**src/design/twt_pkg.sv**
```systemverilog
`timescale 1ns / 1ps
package twt_pkg;

  typedef enum logic [1:0] {
    KIND_CLOCK   = 2'd0,
    KIND_WAKE    = 2'd1,
    KIND_ADDED   = 2'd2,
    KIND_DROPPED = 2'd3
  } kind_e;

  typedef enum logic {
    OP_TICK = 1'b0,
    OP_ADD  = 1'b1
  } op_e;

  localparam logic [9:0] TpsReset = 10'd10;

  typedef struct packed {
    logic        valid;
    op_e         op;
    logic        done;
    logic [15:0] wake_event;
    logic [7:0]  owner;
    logic [15:0] delay;
  } probe_t;

  typedef struct packed {
    logic        valid;
    kind_e       kind;
    logic [15:0] wake_event;
    logic [7:0]  owner;
  } report_t;

endpackage

```
**src/design/twt_if.sv**
```systemverilog
`timescale 1ns / 1ps
interface twt_in_if;
  logic        valid;
  logic        ready;
  logic        cmd;
  logic [15:0] delay_seconds;
  logic [15:0] wake_event;
  logic [7:0]  owner_id;

  modport source (output valid, cmd, delay_seconds, wake_event, owner_id, input ready);
  modport sink (input valid, cmd, delay_seconds, wake_event, owner_id, output ready);
endinterface

interface twt_out_if;
  logic        valid;
  logic        ready;
  logic [1:0]  kind;
  logic [15:0] event_out;
  logic [7:0]  owner_out;
  logic [2:0]  slot_index;
  logic [3:0]  hour_tens;
  logic [3:0]  hour_units;
  logic [2:0]  minute_tens;
  logic [3:0]  minute_units;
  logic [2:0]  second_tens;
  logic [3:0]  second_units;
  logic        last;

  modport source (output valid, kind, event_out, owner_out, slot_index, hour_tens,
                  hour_units, minute_tens, minute_units, second_tens, second_units,
                  last, input ready);
  modport sink (input valid, kind, event_out, owner_out, slot_index, hour_tens,
                hour_units, minute_tens, minute_units, second_tens, second_units,
                last, output ready);
endinterface

interface twt_cfg_if;
  logic       valid;
  logic       ready;
  logic [9:0] data;

  modport source (output valid, data, input ready);
  modport sink (input valid, data, output ready);
endinterface

```
**src/design/timed_wakeup_table_with_clock.sv**
```systemverilog
`timescale 1ns / 1ps
// A plain tick (one not completing a second) puts its clock result in the output register;
// a result from cell n (added or wakeup) passes the start register, the probe registers of
// cells 0 to n-1 and the output register; a drop, or the clock result of any other tick,
// passes the start register, all cell probe registers and the output register. One item at a
// time: a walking item blocks input until past the last cell; an untaken output stalls all.
// Reset: all slots free, clock and tick count zero, ticks_per_second 10.
module timed_wakeup_table_with_clock #(
  parameter int SLOT_COUNT = 8
) (
  input  logic clk_i,
  input  logic rst_ni,
  twt_cfg_if.sink   cfg_i,
  twt_in_if.sink    in_i,
  twt_out_if.source out_o
);

  twt_pkg::probe_t  chain [SLOT_COUNT+1];
  twt_pkg::report_t rep [SLOT_COUNT];

  logic            en;
  logic            in_fire;
  logic            busy_q, busy_d;
  twt_pkg::probe_t start_q, start_d;
  logic [9:0]      tps_q;
  logic [9:0]      tps_eff;
  logic [9:0]      tick_q, tick_d;
  logic [10:0]     tick_next;
  logic            second;
  logic [3:0]      su_q, su_d, mu_q, mu_d, hu_q, hu_d, ht_q, ht_d;
  logic [2:0]      st_q, st_d, mt_q, mt_d;

  logic            any_rep;
  twt_pkg::report_t rep_sel;
  logic [2:0]      rep_idx;
  logic            final_hit;

  logic            ov_q, ov_d;
  twt_pkg::kind_e  kind_q, kind_d;
  logic [15:0]     evo_q, evo_d;
  logic [7:0]      owo_q, owo_d;
  logic [2:0]      idx_q, idx_d;
  logic            clk_dig_q, clk_dig_d;
  logic            last_q, last_d;

  assign cfg_i.ready = 1'b1;

  always_ff @(posedge clk_i or negedge rst_ni) begin
    if (!rst_ni) begin
      tps_q <= twt_pkg::TpsReset;
    end else if (cfg_i.valid) begin
      tps_q <= cfg_i.data;
    end
  end

  assign en         = !ov_q || out_o.ready;
  assign in_i.ready = !busy_q && en;
  assign in_fire    = in_i.valid && in_i.ready;
  assign tps_eff    = (tps_q == 10'd0) ? 10'd1 : tps_q;
  assign tick_next  = {1'b0, tick_q} + 11'd1;
  assign second     = tick_next >= {1'b0, tps_eff};

  assign chain[0] = start_q;

  for (genvar g = 0; g < SLOT_COUNT; g++) begin : g_cell
    twt_cell u_cell (
      .clk_i    (clk_i),
      .rst_ni   (rst_ni),
      .en_i     (en),
      .probe_i  (chain[g]),
      .probe_o  (chain[g+1]),
      .report_o (rep[g])
    );
  end

  always_comb begin
    any_rep = 1'b0;
    rep_sel = '0;
    rep_idx = '0;
    for (int i = 0; i < SLOT_COUNT; i++) begin
      if (rep[i].valid) begin
        any_rep = 1'b1;
        rep_sel = rep_sel | rep[i];
        rep_idx = rep_idx | 3'(i);
      end
    end
  end

  assign final_hit = chain[SLOT_COUNT].valid;

  always_comb begin
    busy_d  = busy_q;
    start_d = start_q;
    tick_d  = tick_q;
    su_d    = su_q;
    st_d    = st_q;
    mu_d    = mu_q;
    mt_d    = mt_q;
    hu_d    = hu_q;
    ht_d    = ht_q;
    if (en) begin
      start_d.valid = 1'b0;
      if (final_hit) begin
        busy_d = 1'b0;
      end
    end
    if (in_fire) begin
      start_d.op         = twt_pkg::op_e'(in_i.cmd);
      start_d.done       = 1'b0;
      start_d.wake_event = in_i.wake_event;
      start_d.owner      = in_i.owner_id;
      start_d.delay      = in_i.delay_seconds;
      if (in_i.cmd == twt_pkg::OP_ADD) begin
        start_d.valid = 1'b1;
        busy_d        = 1'b1;
      end else if (second) begin
        start_d.valid = 1'b1;
        busy_d        = 1'b1;
        tick_d        = '0;
        if (su_q == 4'd9) begin
          su_d = '0;
          if (st_q == 3'd5) begin
            st_d = '0;
            if (mu_q == 4'd9) begin
              mu_d = '0;
              if (mt_q == 3'd5) begin
                mt_d = '0;
                if (hu_q == 4'd9) begin
                  hu_d = '0;
                  ht_d = (ht_q == 4'd9) ? 4'd0 : ht_q + 4'd1;
                end else begin
                  hu_d = hu_q + 4'd1;
                end
              end else begin
                mt_d = mt_q + 3'd1;
              end
            end else begin
              mu_d = mu_q + 4'd1;
            end
          end else begin
            st_d = st_q + 3'd1;
          end
        end else begin
          su_d = su_q + 4'd1;
        end
      end else begin
        tick_d = tick_next[9:0];
      end
    end
  end

  always_comb begin
    ov_d      = ov_q;
    kind_d    = kind_q;
    evo_d     = evo_q;
    owo_d     = owo_q;
    idx_d     = idx_q;
    clk_dig_d = clk_dig_q;
    last_d    = last_q;
    if (en) begin
      ov_d = 1'b0;
      if (any_rep) begin
        ov_d      = 1'b1;
        kind_d    = rep_sel.kind;
        evo_d     = rep_sel.wake_event;
        owo_d     = rep_sel.owner;
        idx_d     = rep_idx;
        clk_dig_d = 1'b0;
        last_d    = (rep_sel.kind == twt_pkg::KIND_ADDED);
      end else if (final_hit) begin
        if (chain[SLOT_COUNT].op == twt_pkg::OP_TICK) begin
          ov_d      = 1'b1;
          kind_d    = twt_pkg::KIND_CLOCK;
          evo_d     = '0;
          owo_d     = '0;
          idx_d     = '0;
          clk_dig_d = 1'b1;
          last_d    = 1'b1;
        end else if (!chain[SLOT_COUNT].done) begin
          ov_d      = 1'b1;
          kind_d    = twt_pkg::KIND_DROPPED;
          evo_d     = chain[SLOT_COUNT].wake_event;
          owo_d     = chain[SLOT_COUNT].owner;
          idx_d     = '0;
          clk_dig_d = 1'b0;
          last_d    = 1'b1;
        end
      end else if (in_fire && in_i.cmd == twt_pkg::OP_TICK && !second) begin
        ov_d      = 1'b1;
        kind_d    = twt_pkg::KIND_CLOCK;
        evo_d     = '0;
        owo_d     = '0;
        idx_d     = '0;
        clk_dig_d = 1'b1;
        last_d    = 1'b1;
      end
    end
  end

  always_ff @(posedge clk_i or negedge rst_ni) begin
    if (!rst_ni) begin
      busy_q    <= 1'b0;
      start_q   <= '0;
      tick_q    <= '0;
      su_q      <= '0;
      st_q      <= '0;
      mu_q      <= '0;
      mt_q      <= '0;
      hu_q      <= '0;
      ht_q      <= '0;
      ov_q      <= 1'b0;
      kind_q    <= twt_pkg::KIND_CLOCK;
      evo_q     <= '0;
      owo_q     <= '0;
      idx_q     <= '0;
      clk_dig_q <= 1'b0;
      last_q    <= 1'b0;
    end else begin
      busy_q    <= busy_d;
      start_q   <= start_d;
      tick_q    <= tick_d;
      su_q      <= su_d;
      st_q      <= st_d;
      mu_q      <= mu_d;
      mt_q      <= mt_d;
      hu_q      <= hu_d;
      ht_q      <= ht_d;
      ov_q      <= ov_d;
      kind_q    <= kind_d;
      evo_q     <= evo_d;
      owo_q     <= owo_d;
      idx_q     <= idx_d;
      clk_dig_q <= clk_dig_d;
      last_q    <= last_d;
    end
  end

  assign out_o.valid        = ov_q;
  assign out_o.kind         = kind_q;
  assign out_o.event_out    = evo_q;
  assign out_o.owner_out    = owo_q;
  assign out_o.slot_index   = idx_q;
  assign out_o.hour_tens    = clk_dig_q ? ht_q : 4'd0;
  assign out_o.hour_units   = clk_dig_q ? hu_q : 4'd0;
  assign out_o.minute_tens  = clk_dig_q ? mt_q : 3'd0;
  assign out_o.minute_units = clk_dig_q ? mu_q : 4'd0;
  assign out_o.second_tens  = clk_dig_q ? st_q : 3'd0;
  assign out_o.second_units = clk_dig_q ? su_q : 4'd0;
  assign out_o.last         = last_q;

endmodule

```
**src/design/twt_cell.sv**
```systemverilog
`timescale 1ns / 1ps
module twt_cell (
  input  logic             clk_i,
  input  logic             rst_ni,
  input  logic             en_i,
  input  twt_pkg::probe_t  probe_i,
  output twt_pkg::probe_t  probe_o,
  output twt_pkg::report_t report_o
);

  logic [15:0]     ev_q, ev_d;
  logic [15:0]     rem_q, rem_d;
  logic [7:0]      own_q, own_d;
  twt_pkg::probe_t probe_q, probe_d;

  always_comb begin
    ev_d     = ev_q;
    rem_d    = rem_q;
    own_d    = own_q;
    probe_d  = probe_i;
    report_o = '0;
    if (probe_i.valid) begin
      case (probe_i.op)
        twt_pkg::OP_ADD: begin
          if (!probe_i.done && probe_i.wake_event != 16'd0 && ev_q == 16'd0) begin
            ev_d                = probe_i.wake_event;
            rem_d               = (probe_i.delay == 16'd0) ? 16'd1 : probe_i.delay;
            own_d               = probe_i.owner;
            probe_d.done        = 1'b1;
            report_o.valid      = 1'b1;
            report_o.kind       = twt_pkg::KIND_ADDED;
            report_o.wake_event = probe_i.wake_event;
            report_o.owner      = probe_i.owner;
          end
        end
        twt_pkg::OP_TICK: begin
          if (ev_q != 16'd0) begin
            rem_d = rem_q - 16'd1;
            if (rem_d == 16'd0) begin
              ev_d                = 16'd0;
              report_o.valid      = 1'b1;
              report_o.kind       = twt_pkg::KIND_WAKE;
              report_o.wake_event = ev_q;
              report_o.owner      = own_q;
            end
          end
        end
        default: ;
      endcase
    end
  end

  always_ff @(posedge clk_i or negedge rst_ni) begin
    if (!rst_ni) begin
      ev_q    <= '0;
      rem_q   <= '0;
      own_q   <= '0;
      probe_q <= '0;
    end else if (en_i) begin
      ev_q    <= ev_d;
      rem_q   <= rem_d;
      own_q   <= own_d;
      probe_q <= probe_d;
    end
  end

  assign probe_o = probe_q;

endmodule
```
**src/flat_wrapper.sv**
```systemverilog
// flat-port wrapper written by rule: the top's interface ports become plain ports
module timed_wakeup_table_with_clock_flat 
#(
  parameter int SLOT_COUNT = 8
)
  (clk_i, rst_ni, cfg_i_valid, cfg_i_data, cfg_i_ready, in_i_valid, in_i_cmd, in_i_delay_seconds, in_i_wake_event, in_i_owner_id, in_i_ready, out_o_valid, out_o_kind, out_o_event_out, out_o_owner_out, out_o_slot_index, out_o_hour_tens, out_o_hour_units, out_o_minute_tens, out_o_minute_units, out_o_second_tens, out_o_second_units, out_o_last, out_o_ready);
  twt_cfg_if cfg_i_i ();
  twt_in_if in_i_i ();
  twt_out_if out_o_i ();
  input  logic clk_i;
  input  logic rst_ni;
  input wire logic [$bits(cfg_i_i.valid)-1:0] cfg_i_valid;
  input wire logic [$bits(cfg_i_i.data)-1:0] cfg_i_data;
  output wire logic [$bits(cfg_i_i.ready)-1:0] cfg_i_ready;
  input wire logic [$bits(in_i_i.valid)-1:0] in_i_valid;
  input wire logic [$bits(in_i_i.cmd)-1:0] in_i_cmd;
  input wire logic [$bits(in_i_i.delay_seconds)-1:0] in_i_delay_seconds;
  input wire logic [$bits(in_i_i.wake_event)-1:0] in_i_wake_event;
  input wire logic [$bits(in_i_i.owner_id)-1:0] in_i_owner_id;
  output wire logic [$bits(in_i_i.ready)-1:0] in_i_ready;
  output wire logic [$bits(out_o_i.valid)-1:0] out_o_valid;
  output wire logic [$bits(out_o_i.kind)-1:0] out_o_kind;
  output wire logic [$bits(out_o_i.event_out)-1:0] out_o_event_out;
  output wire logic [$bits(out_o_i.owner_out)-1:0] out_o_owner_out;
  output wire logic [$bits(out_o_i.slot_index)-1:0] out_o_slot_index;
  output wire logic [$bits(out_o_i.hour_tens)-1:0] out_o_hour_tens;
  output wire logic [$bits(out_o_i.hour_units)-1:0] out_o_hour_units;
  output wire logic [$bits(out_o_i.minute_tens)-1:0] out_o_minute_tens;
  output wire logic [$bits(out_o_i.minute_units)-1:0] out_o_minute_units;
  output wire logic [$bits(out_o_i.second_tens)-1:0] out_o_second_tens;
  output wire logic [$bits(out_o_i.second_units)-1:0] out_o_second_units;
  output wire logic [$bits(out_o_i.last)-1:0] out_o_last;
  input wire logic [$bits(out_o_i.ready)-1:0] out_o_ready;
  assign cfg_i_i.valid = cfg_i_valid;
  assign cfg_i_i.data = cfg_i_data;
  assign cfg_i_ready = cfg_i_i.ready;
  assign in_i_i.valid = in_i_valid;
  assign in_i_i.cmd = in_i_cmd;
  assign in_i_i.delay_seconds = in_i_delay_seconds;
  assign in_i_i.wake_event = in_i_wake_event;
  assign in_i_i.owner_id = in_i_owner_id;
  assign in_i_ready = in_i_i.ready;
  assign out_o_valid = out_o_i.valid;
  assign out_o_kind = out_o_i.kind;
  assign out_o_event_out = out_o_i.event_out;
  assign out_o_owner_out = out_o_i.owner_out;
  assign out_o_slot_index = out_o_i.slot_index;
  assign out_o_hour_tens = out_o_i.hour_tens;
  assign out_o_hour_units = out_o_i.hour_units;
  assign out_o_minute_tens = out_o_i.minute_tens;
  assign out_o_minute_units = out_o_i.minute_units;
  assign out_o_second_tens = out_o_i.second_tens;
  assign out_o_second_units = out_o_i.second_units;
  assign out_o_last = out_o_i.last;
  assign out_o_i.ready = out_o_ready;
  timed_wakeup_table_with_clock #(.SLOT_COUNT(SLOT_COUNT)) u_core (.clk_i(clk_i), .rst_ni(rst_ni), .cfg_i(cfg_i_i), .in_i(in_i_i), .out_o(out_o_i));
endmodule
```
**config.mk**
```make
export PLATFORM = sky130hd
export DESIGN_NAME = timed_wakeup_table_with_clock_flat
export DESIGN_NICKNAME = d
export VERILOG_FILES = /design/src/design/twt_pkg.sv /design/src/design/twt_if.sv /design/src/design/timed_wakeup_table_with_clock.sv /design/src/design/twt_cell.sv /design/src/flat_wrapper.sv
export SDC_FILE = /design/constraint.sdc
export NUM_CORES = 2
export LEC_CHECK = 0
export ABC_AREA = 1
export BUFFER_PORTS_ARGS = -buffer_cell sky130_fd_sc_hd__buf_2
export CAP_MARGIN = 0
export CORE_MARGIN = 3
export CORE_UTILIZATION = 54
export CTS_CLUSTER_DIAMETER = 120
export DETAILED_ROUTE_END_ITERATION = 10
export PLACE_DENSITY = 0.71
export SLEW_MARGIN = 25
export SYNTH_ARGS = -nofsm -noshare
export SYNTH_HDL_FRONTEND = slang
export SYNTH_SLANG_ARGS = --single-unit
```
**constraint.sdc**
```tcl
create_clock -name clk_i -period 3.8 [get_ports clk_i]
set_clock_uncertainty 0.1 [all_clocks]
set_input_delay 0.57 -clock clk_i [delete_from_list [all_inputs] [get_ports clk_i]]
set_output_delay 0.57 -clock clk_i [all_outputs]
set_load 0.03 [all_outputs]
```
==> flow_summary.toml <==
[outcome]
outcome = "completed"

[critical_path]
required_ns = 4.28
critPathMaxFanout = 12
cp-start-kind = "register"
worstSetupPathType = "reg2reg"
cp-end-kind = "register"
cp.arrival_ns = 4.05

[yosys]
yosys-top-cells-area = "dfrtp_1, nand2_1, o21ai_0"
synth_edf_count = 0
synthArstFlopShare = 1.00
synthCells = 5644
yosysSeqAreaShare = 0.469
avgSynthCellArea_um2 = 7.23
ys_types = 48
netlist.area_leader.share = 0.468
synth_area_um2 = 40800
synth_top_cell_by_area = "dfrtp_1"
ys_ff_latch = 765
synthesis.nets = 5727
synthTopCellsByCount = "nand2_1, dfrtp_1, o21ai_0"
yosysWarningCount = 0
ys.flop_type = "dfrtp_1"
synth.most_common_cell = "nand2_1"

[pwr]
seq_power_share = 0.391
clkPwrFrac = 0.223
powerDensity_nw_per_um2 = 823
p_leak_nw = 22.0
ir_drop_v = 0.000551
pwr-share-comb = 0.386
swShare = 0.458
internal-power_mw = 20.2
power_switching_mw = 17.0
power_mw = 37.2

[timing]
slew_headroom = 0.375
worst_slack_ns = 0.228
post-route-min-period_ns = 3.57
maxSlewViolCount = 0
setup_tns_ns = 0
fin_hold_ws_ns = 0.0396
setup_violations = 0
finalCritPeriodShare = 0.940
max_freq_ghz = 0.280
tightest_slew_ns = 0.935
final-hold-violation-count = 0

[floorplan]
fp.dieW_um = 281
core-area_um2 = 74700
die_area_um2 = 78900
start_util = 0.546
rows = 100
ios = 111
die_y_um = 281

[finish]
final_core_util = 0.606
fin_cells = 6724
synthToLayoutAreaGrowth_pct = 10.8
layout.nets = 5773
drive_above_1_share = 0.0746
nFillCells = 6937
multi_input_area_um2 = 18500
stdcell_area_um2 = 45200
seqCellArea_um2 = 19100

[place]
place_area_um2 = 42400
portBuffers = 109
place.gp.congestion = 1.02
place_ws_ns = 0.212
dp_cells = 6573
dp_hpwl_mm = 99.7

[run]
maxCapViolations = 0

[global_route]
grt_use_met3 = 0.0577
grt_antenna_before_repair = 4
grt_pass1_vias = 35539
grt_max_degree = 128
gr-total-overflow = 0
met1_usage = 0.470
grt_pass1_wl_mm = 206
track_usage = 0.336
grt_busiest_layer = "met2"
grt_util_met2 = 0.514

[clock_network]
clock_path_buffers = 3
cts_buffers = 83
ctsRootBufferMaster = "clkbuf_16"
clock_latency_ns = 0.66
cts_tree = "built"
clkSinkCount = 765
htree_levels = 3
clk_pin_slew_ns = 0.06

[detailed_routing]
vias_per_cell = 5.69
dr.pass1.iters = 6
wl_mm = 133
ant_nets = 0
wire_per_inst_um = 19.7
drc = 0
vias = 38284
drtIter0Drc = 4072

[min_path]
hold_class = "in2reg"
-- what timing repair did --
item,4_1_cts,5_1_grt
resized for setup,0,3
hold endpoints to repair,58,0
setup buffers,0,0
setup endpoints to repair,0,28
hold buffers,1,0
-- final timing paths --
path / start / endpoint / slack, ns / cells after the start
worst max-delay path: u_core.g_cell[7].u_cell.rem_q[0] / u_core.out_o.event_out[1] / 0.23 / 18
worst min-delay path: in_i_owner_id[1] / u_core.chain[361] / 0.04 / 3
worst max register to register: u_core.g_cell[7].u_cell.rem_q[0] / u_core.out_o.event_out[1] / 0.23 / 18
worst min register to register: u_core.g_cell[7].u_cell.own_q[2] / u_core.g_cell[7].u_cell.own_q[2] / 0.38 / 2
max in group asynchronous: rst_ni / u_core.g_cell[6].u_cell.rem_q[14] / 1.98 / 3
min in group asynchronous: rst_ni / u_core.g_cell[4].u_cell.rem_q[4] / 0.45 / 2
-- power by group through the flow --
stage	logic, mW	registers, mW	clock network [mW]
6_report	14.4	14.6	8.29
3_3_place_gp	13.9	14.5	0
4_1_cts	14.2	14.4	8.40
2_1_floorplan	10.1	13.4	0
5_1_grt	16.2	14.9	8.71
3_5_place_dp	14.1	14.5	0
-- cell families (layout without fill, tap and decap cells) --
family / after synthesis / in the layout / synth area share
DFF: 765 / 765 / 0.469
buffers and inverters: 831 / 939 / 0.0783
and+or+nand+nor: 3017 / 3017 / 0.308
xor gates and xnor gates: 42 / 42 / 0.00938
other: 1 / 4 / 0.0000919
AOI/OAI and AO/OA: 955 / 955 / 0.125
muxes: 6 / 6 / 0.00166
adders and majority gates: 27 / 27 / 0.00828
-- sequential cells by signal, summed over array words and instances, names as in the netlist, 2 cells and up --
| signal | cells |
|---|---|
| u_core.g_cell.u_cell.probe_o | 328 |
| u_core.g_cell.u_cell.ev_q | 128 |
| u_core.g_cell.u_cell.rem_q | 128 |
| u_core.g_cell.u_cell.own_q | 64 |
| u_core.chain | 42 |
| u_core.out_o.event_out | 16 |
| u_core.tick_q | 10 |
| u_core.tps_q | 10 |
| u_core.out_o.owner_out | 8 |
| u_core.ht_q | 4 |
| u_core.hu_q | 4 |
| u_core.mu_q | 4 |
| u_core.su_q | 4 |
| u_core.mt_q | 3 |
| u_core.out_o.slot_index | 3 |
| u_core.st_q | 3 |
| u_core.out_o.kind | 2 |
-- layout by cell type, fill, tap and decap left out, drive strengths merged, types with 2 or more instances in the layout --
cell	Yosys	layout
nor3	51	51
o31ai	51	51
o211ai	40	40
a21o	2	2
clkinv	13	35
o21ai	741	741
nand4	98	98
mux2	6	6
dfrtp	763	763
xnor2	8	8
a21oi	61	61
nor3b	2	2
nor2	479	479
ha	27	27
clkbuf	200	108
diode	0	3
nand3	328	328
o22ai	24	24
inv	577	581
clkinvlp	0	5
a31oi	13	13
a22oi	17	17
xor2	34	34
dfstp	2	2
and2	6	6
nand3b	8	8
buf	41	201
bufinv	0	8
o21bai	3	3
nand2	1974	1974
nor4	70	70
-- final cells by class --
type / instances / area share
Tap cell: 969 / 0.0268
Inverter: 590 / 0.0493
Antenna cell: 3 / 0.000166
Timing Repair Buffer: 202 / 0.0300
Sequential cell: 765 / 0.423
Multi-Input combinational cell: 4048 / 0.410
Clock buffer: 108 / 0.0509
Clock inverter: 39 / 0.0100
-- layer usage --
| metal | vias to the layer above | wire (um) |
|---|---|---|
| li1 | 18292 | - |
| met1 | 18045 | 56800 |
| met2 | 1592 | 58900 |
| met3 | 353 | 10100 |
| met4 | 2 | 6920 |
| met5 | - | 10 |
-- critical path, stage by stage, from the launching register on --
cell and delay [ns]:
dfrtp_1 0.40, inv_1 0.14, ha_1 0.25, nand2_1 0.07
nor2_1 0.25, nand2_1 0.09, nand2_1 0.06, nand2_1 0.09
nor2_1 0.10, nand3_1 0.08, nor2_2 0.37, nand3_1 0.36
nand2_1 0.50, nand2_1 0.22, nand4_1 0.16, nor2_1 0.06
nand3_1 0.09, nand2_1 0.05, nand2_1 0.05
Power figures use the tool's default switching activity.
